[src/design/ets_pkg.sv]
`timescale 1ns / 1ps
// ----------------------------------------------------------------------------
// ets_pkg: shared constants for the exponential series core
// widths and fixed-point settings for the running-term series evaluator
// ----------------------------------------------------------------------------
package ets_pkg;

	// fixed-point and series limits
	localparam int FRAC_BITS = 12;
	localparam int MAX_TERMS = 31;

	// field widths
	localparam int X_W   = 16;
	localparam int SUM_W = 32;
	localparam int TC_W  = 5;

	// register reset value of the term count
	localparam logic [TC_W-1:0] TC_RESET = TC_W'(10);

	// running term magnitude, product and divider widths
	localparam int MAG_W    = SUM_W;
	localparam int XMAG_W   = X_W;
	localparam int PROD_W   = MAG_W + XMAG_W;
	localparam int RND_W    = PROD_W + 1;
	localparam int QRAW_W   = RND_W - FRAC_BITS;
	localparam int DIV_STEP = 4;
	localparam int DIV_CYC  = (QRAW_W + DIV_STEP - 1) / DIV_STEP;
	localparam int DVD_W    = DIV_CYC * DIV_STEP;
	localparam int DCNT_W   = $clog2(DIV_CYC + 1);

	// term index counter
	localparam int CNT_W = $clog2(MAX_TERMS + 1);
	localparam int CMP_W = (TC_W > CNT_W) ? TC_W : CNT_W;

	// one in the fixed-point format
	localparam logic [MAG_W-1:0] ONE_MAG = MAG_W'(1) << FRAC_BITS;

endpackage

[src/design/exp_taylor_series_core.sv]
`timescale 1ns / 1ps
// ----------------------------------------------------------------------------
// exp_taylor_series_core: truncated taylor series of e^x in fixed point
// one shared multiplier and a radix-2 divider build term = term * x / c
// ----------------------------------------------------------------------------
// usage
//   input request: x_value (signed q4.12) on in_valid, taken when in_stall
//   is low. in_stall stays high from the cycle after a request is taken
//   until the result has been moved into the output register.
//   output request: exp_sum (signed q20.12, saturated) and saturated on
//   out_valid, taken when out_stall is low. the output register holds a
//   finished result while the receiver stalls, and a new input request is
//   taken meanwhile; a second result then waits in the sequencer until the
//   output register is free.
//   configuration: term_count on cfg_valid / cfg_ready, always ready. write
//   it only while the block is idle.
// sequence
//   each series term runs through one multiply, one round-and-load, the
//   divider iterations at four quotient bits a cycle and one update of term
//   and sum. an item with N terms runs N such terms before its result goes
//   to the output register, and at N = 0 it goes straight to the output
//   step; the next request is taken only after that, so items do not overlap.
// reset
//   arst_n clears the sequencer and output valid, and sets term_count to 10.
// ----------------------------------------------------------------------------
module exp_taylor_series_core (
	input  logic                              clk,
	input  logic                              arst_n,
	// input channel
	input  logic                              in_valid,
	output logic                              in_stall,
	input  logic signed [ets_pkg::X_W-1:0]    x_value,
	// output channel
	output logic                              out_valid,
	input  logic                              out_stall,
	output logic signed [ets_pkg::SUM_W-1:0]  exp_sum,
	output logic                              saturated,
	// configuration channel
	input  logic                              cfg_valid,
	output logic                              cfg_ready,
	input  logic        [ets_pkg::TC_W-1:0]   term_count
);

	import ets_pkg::*;

	// sequencer codes
	localparam logic [2:0] ST_IDLE = 3'd0;
	localparam logic [2:0] ST_MUL  = 3'd1;
	localparam logic [2:0] ST_LOAD = 3'd2;
	localparam logic [2:0] ST_DIV  = 3'd3;
	localparam logic [2:0] ST_UPD  = 3'd4;
	localparam logic [2:0] ST_FIN  = 3'd5;

	// clamp limits on the quotient magnitude and on the sum
	localparam logic [DVD_W-1:0] Q_POS_MAX = DVD_W'({1'b0, {(SUM_W-1){1'b1}}});
	localparam logic [DVD_W-1:0] Q_NEG_MAX = DVD_W'({1'b1, {(SUM_W-1){1'b0}}});
	localparam logic signed [SUM_W+1:0] S_MAX = (SUM_W+2)'({1'b0, {(SUM_W-1){1'b1}}});
	localparam logic signed [SUM_W+1:0] S_MIN = -(SUM_W+2)'({1'b1, {(SUM_W-1){1'b0}}});

	// control state
	logic [2:0]             state_q;
	logic [DCNT_W-1:0]      div_cnt_q;
	logic [CNT_W-1:0]       c_q;
	logic [CNT_W-1:0]       n_q;
	logic [TC_W-1:0]        term_count_q;
	logic                   out_valid_q;

	// datapath registers
	logic                   x_neg_q;
	logic [XMAG_W-1:0]      x_mag_q;
	logic                   t_neg_q;
	logic [MAG_W-1:0]       t_mag_q;
	logic [PROD_W-1:0]      prod_q;
	logic [DVD_W-1:0]       dvd_q;
	logic [CNT_W-1:0]       rem_q;
	logic signed [SUM_W-1:0] sum_q;
	logic                   clip_q;
	logic signed [SUM_W-1:0] exp_sum_q;
	logic                   saturated_q;

	// combinational
	logic                   in_take;
	logic                   out_free;
	logic                   x_neg_d;
	logic [XMAG_W-1:0]      x_mag_d;
	logic [CNT_W-1:0]       n_d;
	logic [RND_W-1:0]       rnd_sum;
	logic [DVD_W-1:0]       dvd_step;
	logic [CNT_W-1:0]       rem_step;
	logic                   r_neg;
	logic [MAG_W-1:0]       new_mag;
	logic                   t_clip;
	logic signed [SUM_W:0]  term_s;
	logic signed [SUM_W+1:0] sum_wide;
	logic signed [SUM_W-1:0] new_sum;
	logic                   s_clip;

	assign in_take   = in_valid && !in_stall;
	assign out_free  = !out_valid_q || !out_stall;
	assign in_stall  = (state_q != ST_IDLE);
	assign cfg_ready = 1'b1;
	assign out_valid = out_valid_q;
	assign exp_sum   = exp_sum_q;
	assign saturated = saturated_q;

	// sign and magnitude of x, term limit
	always_comb begin
		x_neg_d = x_value[X_W-1];
		x_mag_d = x_neg_d ? XMAG_W'(-x_value) : XMAG_W'(x_value);
		if (CMP_W'(term_count_q) > CMP_W'(MAX_TERMS)) begin
			n_d = CNT_W'(MAX_TERMS);
		end else begin
			n_d = CNT_W'(term_count_q);
		end
	end

	// round to nearest on the fraction bits, then divide by c
	assign rnd_sum = {1'b0, prod_q} + (RND_W'(c_q) << (FRAC_BITS - 1));

	// four restoring division steps a cycle on the narrow remainder
	always_comb begin
		logic [CNT_W:0] r_ext;
		dvd_step = dvd_q;
		rem_step = rem_q;
		for (int i = 0; i < DIV_STEP; i++) begin
			r_ext    = {rem_step, dvd_step[DVD_W-1]};
			dvd_step = {dvd_step[DVD_W-2:0], 1'b0};
			if (r_ext >= {1'b0, c_q}) begin
				r_ext       = r_ext - {1'b0, c_q};
				dvd_step[0] = 1'b1;
			end
			rem_step = r_ext[CNT_W-1:0];
		end
	end

	// term clamp and sum update from the finished quotient
	always_comb begin
		r_neg = (t_neg_q != x_neg_q) && (dvd_q != '0);
		t_clip = 1'b0;
		new_mag = MAG_W'(dvd_q);
		if (!r_neg && (dvd_q > Q_POS_MAX)) begin
			new_mag = MAG_W'(Q_POS_MAX);
			t_clip  = 1'b1;
		end else if (r_neg && (dvd_q > Q_NEG_MAX)) begin
			new_mag = MAG_W'(Q_NEG_MAX);
			t_clip  = 1'b1;
		end
		term_s = r_neg ? -$signed({1'b0, new_mag}) : $signed({1'b0, new_mag});
		sum_wide = (SUM_W+2)'(sum_q) + (SUM_W+2)'(term_s);
		s_clip = 1'b0;
		new_sum = SUM_W'(sum_wide);
		if (sum_wide > S_MAX) begin
			new_sum = SUM_W'(S_MAX);
			s_clip  = 1'b1;
		end else if (sum_wide < S_MIN) begin
			new_sum = SUM_W'(S_MIN);
			s_clip  = 1'b1;
		end
	end

	// configuration register
	always_ff @(posedge clk or negedge arst_n) begin
		if (!arst_n) begin
			term_count_q <= TC_RESET;
		end else if (cfg_valid && cfg_ready) begin
			term_count_q <= term_count;
		end
	end

	// sequencer
	always_ff @(posedge clk or negedge arst_n) begin
		if (!arst_n) begin
			state_q     <= ST_IDLE;
			div_cnt_q   <= '0;
			c_q         <= '0;
			n_q         <= '0;
			out_valid_q <= 1'b0;
		end else begin
			// output register loads a finished result or empties on a take
			if (state_q == ST_FIN && out_free) begin
				out_valid_q <= 1'b1;
			end else if (!out_stall) begin
				out_valid_q <= 1'b0;
			end
			unique case (state_q)
				ST_IDLE: begin
					if (in_take) begin
						c_q     <= CNT_W'(1);
						n_q     <= n_d;
						state_q <= (n_d == '0) ? ST_FIN : ST_MUL;
					end
				end
				ST_MUL: begin
					state_q <= ST_LOAD;
				end
				ST_LOAD: begin
					div_cnt_q <= DCNT_W'(DIV_CYC - 1);
					state_q   <= ST_DIV;
				end
				ST_DIV: begin
					if (div_cnt_q == '0) begin
						state_q <= ST_UPD;
					end else begin
						div_cnt_q <= div_cnt_q - DCNT_W'(1);
					end
				end
				ST_UPD: begin
					if (c_q == n_q) begin
						state_q <= ST_FIN;
					end else begin
						c_q     <= c_q + CNT_W'(1);
						state_q <= ST_MUL;
					end
				end
				ST_FIN: begin
					if (out_free) begin
						state_q <= ST_IDLE;
					end
				end
				default: begin
					state_q <= ST_IDLE;
				end
			endcase
		end
	end

	// datapath, no reset needed
	always_ff @(posedge clk) begin
		unique case (state_q)
			ST_IDLE: begin
				if (in_take) begin
					x_neg_q <= x_neg_d;
					x_mag_q <= x_mag_d;
					t_neg_q <= 1'b0;
					t_mag_q <= ONE_MAG;
					sum_q   <= $signed(ONE_MAG);
					clip_q  <= 1'b0;
				end
			end
			ST_MUL: begin
				// shared multiplier, |term| * |x|
				prod_q <= PROD_W'(t_mag_q) * PROD_W'(x_mag_q);
			end
			ST_LOAD: begin
				dvd_q <= DVD_W'(rnd_sum >> FRAC_BITS);
				rem_q <= '0;
			end
			ST_DIV: begin
				dvd_q <= dvd_step;
				rem_q <= rem_step;
			end
			ST_UPD: begin
				t_neg_q <= r_neg;
				t_mag_q <= new_mag;
				sum_q   <= new_sum;
				clip_q  <= clip_q | t_clip | s_clip;
			end
			ST_FIN: begin
				if (out_free) begin
					exp_sum_q   <= sum_q;
					saturated_q <= clip_q;
				end
			end
			default: begin
			end
		endcase
	end

	// checks on the sequencer and datapath
	a_take_then_busy: assert property (@(posedge clk) disable iff (!arst_n)
		in_take |=> in_stall)
		else $error("input request taken but block not busy");

	a_index_range: assert property (@(posedge clk) disable iff (!arst_n)
		(state_q == ST_MUL || state_q == ST_LOAD || state_q == ST_DIV || state_q == ST_UPD)
		|-> (c_q != '0 && c_q <= n_q))
		else $error("term index outside series range");

	a_term_bound: assert property (@(posedge clk) disable iff (!arst_n)
		(state_q == ST_MUL) |-> (t_mag_q <= MAG_W'(Q_NEG_MAX)))
		else $error("running term magnitude beyond clamp");

endmodule

[config.mk]
export PLATFORM = sky130hd
export DESIGN_NAME = exp_taylor_series_core
export DESIGN_NICKNAME = d
export VERILOG_FILES = /design/src/design/ets_pkg.sv /design/src/design/exp_taylor_series_core.sv
export SDC_FILE = /design/constraint.sdc
export NUM_CORES = 2
export LEC_CHECK = 0
export ABC_AREA = 0
export BUFFER_PORTS_ARGS = -buffer_cell sky130_fd_sc_hd__buf_2
export CAP_MARGIN = 10
export CORE_MARGIN = 2
export CORE_UTILIZATION = 60
export DETAILED_ROUTE_END_ITERATION = 7
export PLACE_DENSITY = 0.77
export SLEW_MARGIN = 20
export SYNTH_ARGS = -nofsm -noshare
export SYNTH_HDL_FRONTEND = slang
export SYNTH_SLANG_ARGS = --single-unit
[constraint.sdc]
create_clock -name clk -period 8.4 [get_ports clk]
set_input_delay 1.26 -clock clk [delete_from_list [all_inputs] [get_ports clk]]
set_output_delay 1.26 -clock clk [all_outputs]
set_load 0.01 [all_outputs]
---- After elaboration in Yosys (flattened, before gate mapping) ----
Index checks and enable logic that the tools add are counted.
operators by class
  $add $sub $neg .......................... 10
  multiply operators ...................... 1
  magnitude comparators ................... 9
  eq/ne operators ......................... 13
  mux-type cells .......................... 40
  bitwise gates (word level) .............. 2
  reduce and logical (&&, ||, !) cells .... 23
operator list
  kind                                                                                number
  32-bit 2-to-1 mux                                                                   5
  32-bit case mux with 2 select lines                                                 2
  40-bit case mux with 2 select lines                                                 1
  48-bit by 16-bit adder with 49-bit output                                           1
  32-bit by 16-bit multiplier with 48-bit output                                      1
  40-bit by 31-bit greater-than comparator with 1-bit output (second input constant)  1
  40-bit by 32-bit greater-than comparator with 1-bit output (second input constant)  1
  40-bit nonzero test                                                                 1
  5-bit 2-to-1 mux                                                                    7
  32-bit by 33-bit adder with 34-bit output                                           1
  34-bit by 32-bit greater-than comparator with 1-bit output (second input constant)  1
  34-bit by 32-bit less-than comparator with 1-bit output (second input constant)     1
  33-bit 2-to-1 mux                                                                   1
  32-bit negation with 33-bit output                                                  1
  6-bit by 5-bit greater-or-equal comparator with 1-bit output                        4
  5-bit case mux with 2 select lines                                                  2
  5-bit subtractor                                                                    4
  3-bit case mux with 6 select lines                                                  1
  16-bit negation                                                                     1
  15-bit 2-to-1 mux                                                                   1
  3-bit 2-to-1 mux                                                                    5
  1-bit 2-to-1 mux                                                                    11
  2-bit != test (second input constant)                                               5
  4-bit case mux with 2 select lines                                                  1
  22 further kinds                                                                    38
storage, ports and cells
  bits in registers ....................... 232
  input bits .............................. 26
  output and inout bits ................... 36
  word-level logic and storage cells ...... 116

---- Logic depth before layout (Yosys ltp) ----
  depth after elaboration ................. 13
  depth in mapped cells ................... 31
  mapped depth without buffers ............ 31

---- Least setup slack after synthesis ----
Ideal clock, no wire load.
  path kind ............................... input -> register
  start point ............................. input port in_valid
  end point ............................... register c_q[3]
  setup time .............................. 0.178 ns
  data arrival time ....................... 6.893 ns
  data required time ...................... 8.222 ns
  path slack .............................. 1.329 ns
  stages on the path ...................... 6
  buffers on the path ..................... 0
  cells stage by stage .................... inv_1 o21ai_0 and2_1 nand4_1 xnor2_1 nor2_1
between the ends
  longest elaborated chain between the ends .. 3
ends and longest elaborated chain
  element                        RTL line                       text
  start: declaration             exp_taylor_series_core.sv:30   input logic in_valid,
  1-bit logical AND              exp_taylor_series_core.sv:98   assign in_take = in_valid && !in_stall;
  2-bit != test (no line)        n/a
  3-bit AND reduction (no line)  n/a
  end signal: assignment         exp_taylor_series_core.sv:211  c_q <= c_q + CNT_W'(1);
  end: declaration               exp_taylor_series_core.sv:63   logic [CNT_W-1:0] c_q;
Every way passes these cells.
A chain may end at the register's enable or synchronous reset.

---- Final worst setup path ----
  start point ............................. register x_mag_q[3]
  end point ............................... register prod_q[31] (data pin)
between the ends
  longest elaborated chain between the ends .. 1
ends and longest elaborated chain
  element                                         RTL line                       text
  start: declaration                              exp_taylor_series_core.sv:70   logic [XMAG_W-1:0] x_mag_q;
  start signal: assignment                        exp_taylor_series_core.sv:233  x_mag_q <= x_mag_d;
  32-bit by 16-bit multiplier with 48-bit output  exp_taylor_series_core.sv:242  prod_q <= PROD_W'(t_mag_q) * PROD_W'(x_mag_q);
  end signal: assignment                          exp_taylor_series_core.sv:242
  end: declaration                                exp_taylor_series_core.sv:73   logic [PROD_W-1:0] prod_q;
Every way passes these cells.

==> results.json <==
{
  "yosysUniqueCellTypes": 76,
  "antenna_found_initial": 0,
  "synth_area_leader_cell": "fa_1",
  "rows": 79,
  "fillers": 3754,
  "ant_nets": 0,
  "yosys_warnings": 0,
  "min_from": "sum_q[5]",
  "period_share_pct": 89.9,
  "slew_viol_final": 0,
  "max_slew_margin_pct": 28.2,
  "holdBufCountCts": 0,
  "setup-tns-final_ps": 0,
  "diodes": 0,
  "synth-edff-count": 198,
  "synth_seq_cells": 221,
  "netlist_top_cells_area": "fa_1 30%, edfxtp_1 21%, ha_1 7.9%, nand2_1 7.0%, inv_1 6.0%",
  "final_layout_size_suffix_gt1_share_pct": 6.63,
  "violations": "DRC",
  "critPathMaxFanout": 21,
  "routabilityCongestion": 0.947,
  "syn_nets": 3662,
  "clk_pin_slew_worst_paths_ps": 60,
  "start_kind": "register",
  "multi_input_area_um2": 19700,
  "nNetsFinal": 3653,
  "regToRegStartpoint": "x_mag_q[3]",
  "worstSetupEndpoint": "prod_q[31]",
  "grt_pass1_vias": 23058,
  "fmax_mhz": 132,
  "setup_violations": 0,
  "io_pins": 62,
  "cts_made_buffers": 29,
  "grt_start_max_net_pins": 72,
  "min_path_type": "register to register",
  "start_util_pct": 60.9,
  "reg2reg_to": "prod_q[31]",
  "h-tree-depth": 1,
  "regArea_um2": 6520,
  "placed_cell_area_um2": 29300,
  "worstSetupPathType": "register to register",
  "cp.required_ps": 8740,
  "critPathArrivalTime_ps": 7890,
  "drc": 4,
  "die_h_um": 222,
  "status": "finished with violations",
  "viasPerCell": 6.00,
  "synth_area_per_cell_um2": 9.37,
  "cts_root_buffer": "clkbuf_16",
  "hold_viol": 0,
  "grt_pass1_wl_um": 123000,
  "syn_to_final_growth_pct": 6.57,
  "die_w_um": 222,
  "rsz0062_at_grt": "no",
  "grt_usage_pct": 31.5,
  "io_buffer_count": 60,
  "wl_per_cell_um": 20.4,
  "synth_area_um2": 28400,
  "cts_sinks": 221,
  "cts.path.max_buffers": 3,
  "drv_cap": 0,
  "synth_top_area_share_pct": 29.8,
  "final_cell_area_um2": 30300,
  "synth_top_flop_cell": "edfxtp_1",
  "cts_setup_buffers": 0,
  "finalClockSkew_ps": 20.3,
  "ys_async_sr_fraction_pct": 10.4,
  "first_pass_iters": 7,
  "cp-startpoint": "x_mag_q[3]",
  "reg2reg_depth": 21,
  "grt_overflow": 0,
  "tightest_slew_ps": 1080,
  "vias": 21938,
  "r2r_slack_ps": 850,
  "synth-seq-area-share_pct": 23.0,
  "cp-end-kind": "register",
  "core_area_um2": 46700,
  "fin_crit_ps": 7550,
  "drt-total-wl_um": 74500,
  "die_area_um2": 49100,
  "hpwl_um": 56500,
  "syn_inst": 3034,
  "drt_first_iter_violations": 1909,
  "cts_tree": "built",
  "clock_latency_ps": 600,
  "cts_repair_resize_count": 0
}
-- metrics by stage --
stage                     hold slack, ps  cells  setup WS (ps)  util [%]
after floorplan                      433   3034           1330         -
after global placement               448   3599            959      62.7
after detailed placement             455   3600            875      62.7
after CTS                            474   3653            865      64.9
after global routing                 474   3654            190      64.9
final                                470   3654            851      64.9
-- worst max-delay path: stages, from the launching register on --
cell and delay, ps:
edfxtp_1 1040, buf_4 360, nand2_1 100, fa_1 580, inv_1 60, fa_1 480
inv_1 50, fa_1 520, fa_1 450, fa_1 550, inv_1 60, fa_1 480
ha_1 380, nand3_1 80, nor2_1 100, inv_1 80, o311ai_1 730, a31oi_1 330
a21oi_1 330, a31oi_1 170, o21ba_2 230, xnor2_1 110
-- cells in the mapped netlist (9+ instances only) --
master    instances
o21a_1           11
o21ai_1          18
a211oi_1         11
nor3_1           27
a21oi_1         146
nor2b_1          20
o31ai_1          16
and3_1           21
edfxtp_1        198
nor2_1          117
a31oi_1          20
fa_1            423
nor4_1            9
dfrtp_1          21
a21o_1           41
nand2b_1         11
and2_1          148
nand4_1          28
inv_1           451
xor2_1           53
o21ai_0          96
clkbuf_1        122
o22ai_1          32
or3_1            14
mux2_2           19
nand3_1          38
ha_1            179
xnor2_1          88
nand2_1         531
-- final cells by class --
class,count,area share [%]
flip-flops and latches,221,21.5
repair buffers,94,1.91
clock inverters,18,0.677
clock buffers,35,2.64
inverters,452,5.60
well taps,607,2.51
multi-input cells,2227,65.1
-- cell families (layout without fill, tap and decap cells) --
| kind of cell | after synthesis | in the layout | share of synthesized area [%] |
|---|---|---|---|
| xor gates and xnor gates | 141 | 141 | 4.35 |
| AOI/OAI and AO/OA | 455 | 455 | 9.81 |
| muxes | 23 | 23 | 0.894 |
| adders and majority gates | 602 | 602 | 37.7 |
| DFF | 221 | 221 | 23.0 |
| other | 1 | 1 | 0.0132 |
| and+or+nand+nor | 1005 | 1005 | 16.4 |
| buffers and inverters | 586 | 599 | 7.86 |
-- cell usage in the layout (no fill, tap or decap), drive strengths merged, types with 35 or more instances in the layout --
master	count
a21o	41
a21oi	148
and2	148
buf	94
clkbuf	35
edfxtp	198
fa	423
ha	179
inv	458
nand2	532
nand3	38
nor2	117
o21ai	115
xnor2	88
xor2	53
-- registers in the layout, summed over array words and instances, names as in the netlist, 3 cells and up --
register / cells
n_q: 5
term_count_q: 5
t_mag_q: 32
rem_q: 5
sum_q: 32
exp_sum: 32
div_cnt_q: 4
state_q: 3
x_mag_q: 16
dvd_q: 40
c_q: 5
prod_q: 37
-- how the worst min path moves through the flow --
stage,end,slack [ps],cells after the start
after floorplan,exp_sum[0],430,0
after global placement,exp_sum[0],450,0
after detailed placement,exp_sum[3],450,0
after CTS,exp_sum[5],470,0
after global routing,exp_sum[13],470,0
final,exp_sum[5],470,0
-- routing by layer --
metal	wire length, um	part of all wire, %	global-route usage [%]
met4	2880	3.9	11.7
met3	6750	9.1	5.82
met2	35300	47	51.5
met1	29500	40	42.3
met5	0	0	0
Power is left out: the tool's default activity adds up to more than one toggle a clock period on the data nets, which glitch-free logic cannot reach.
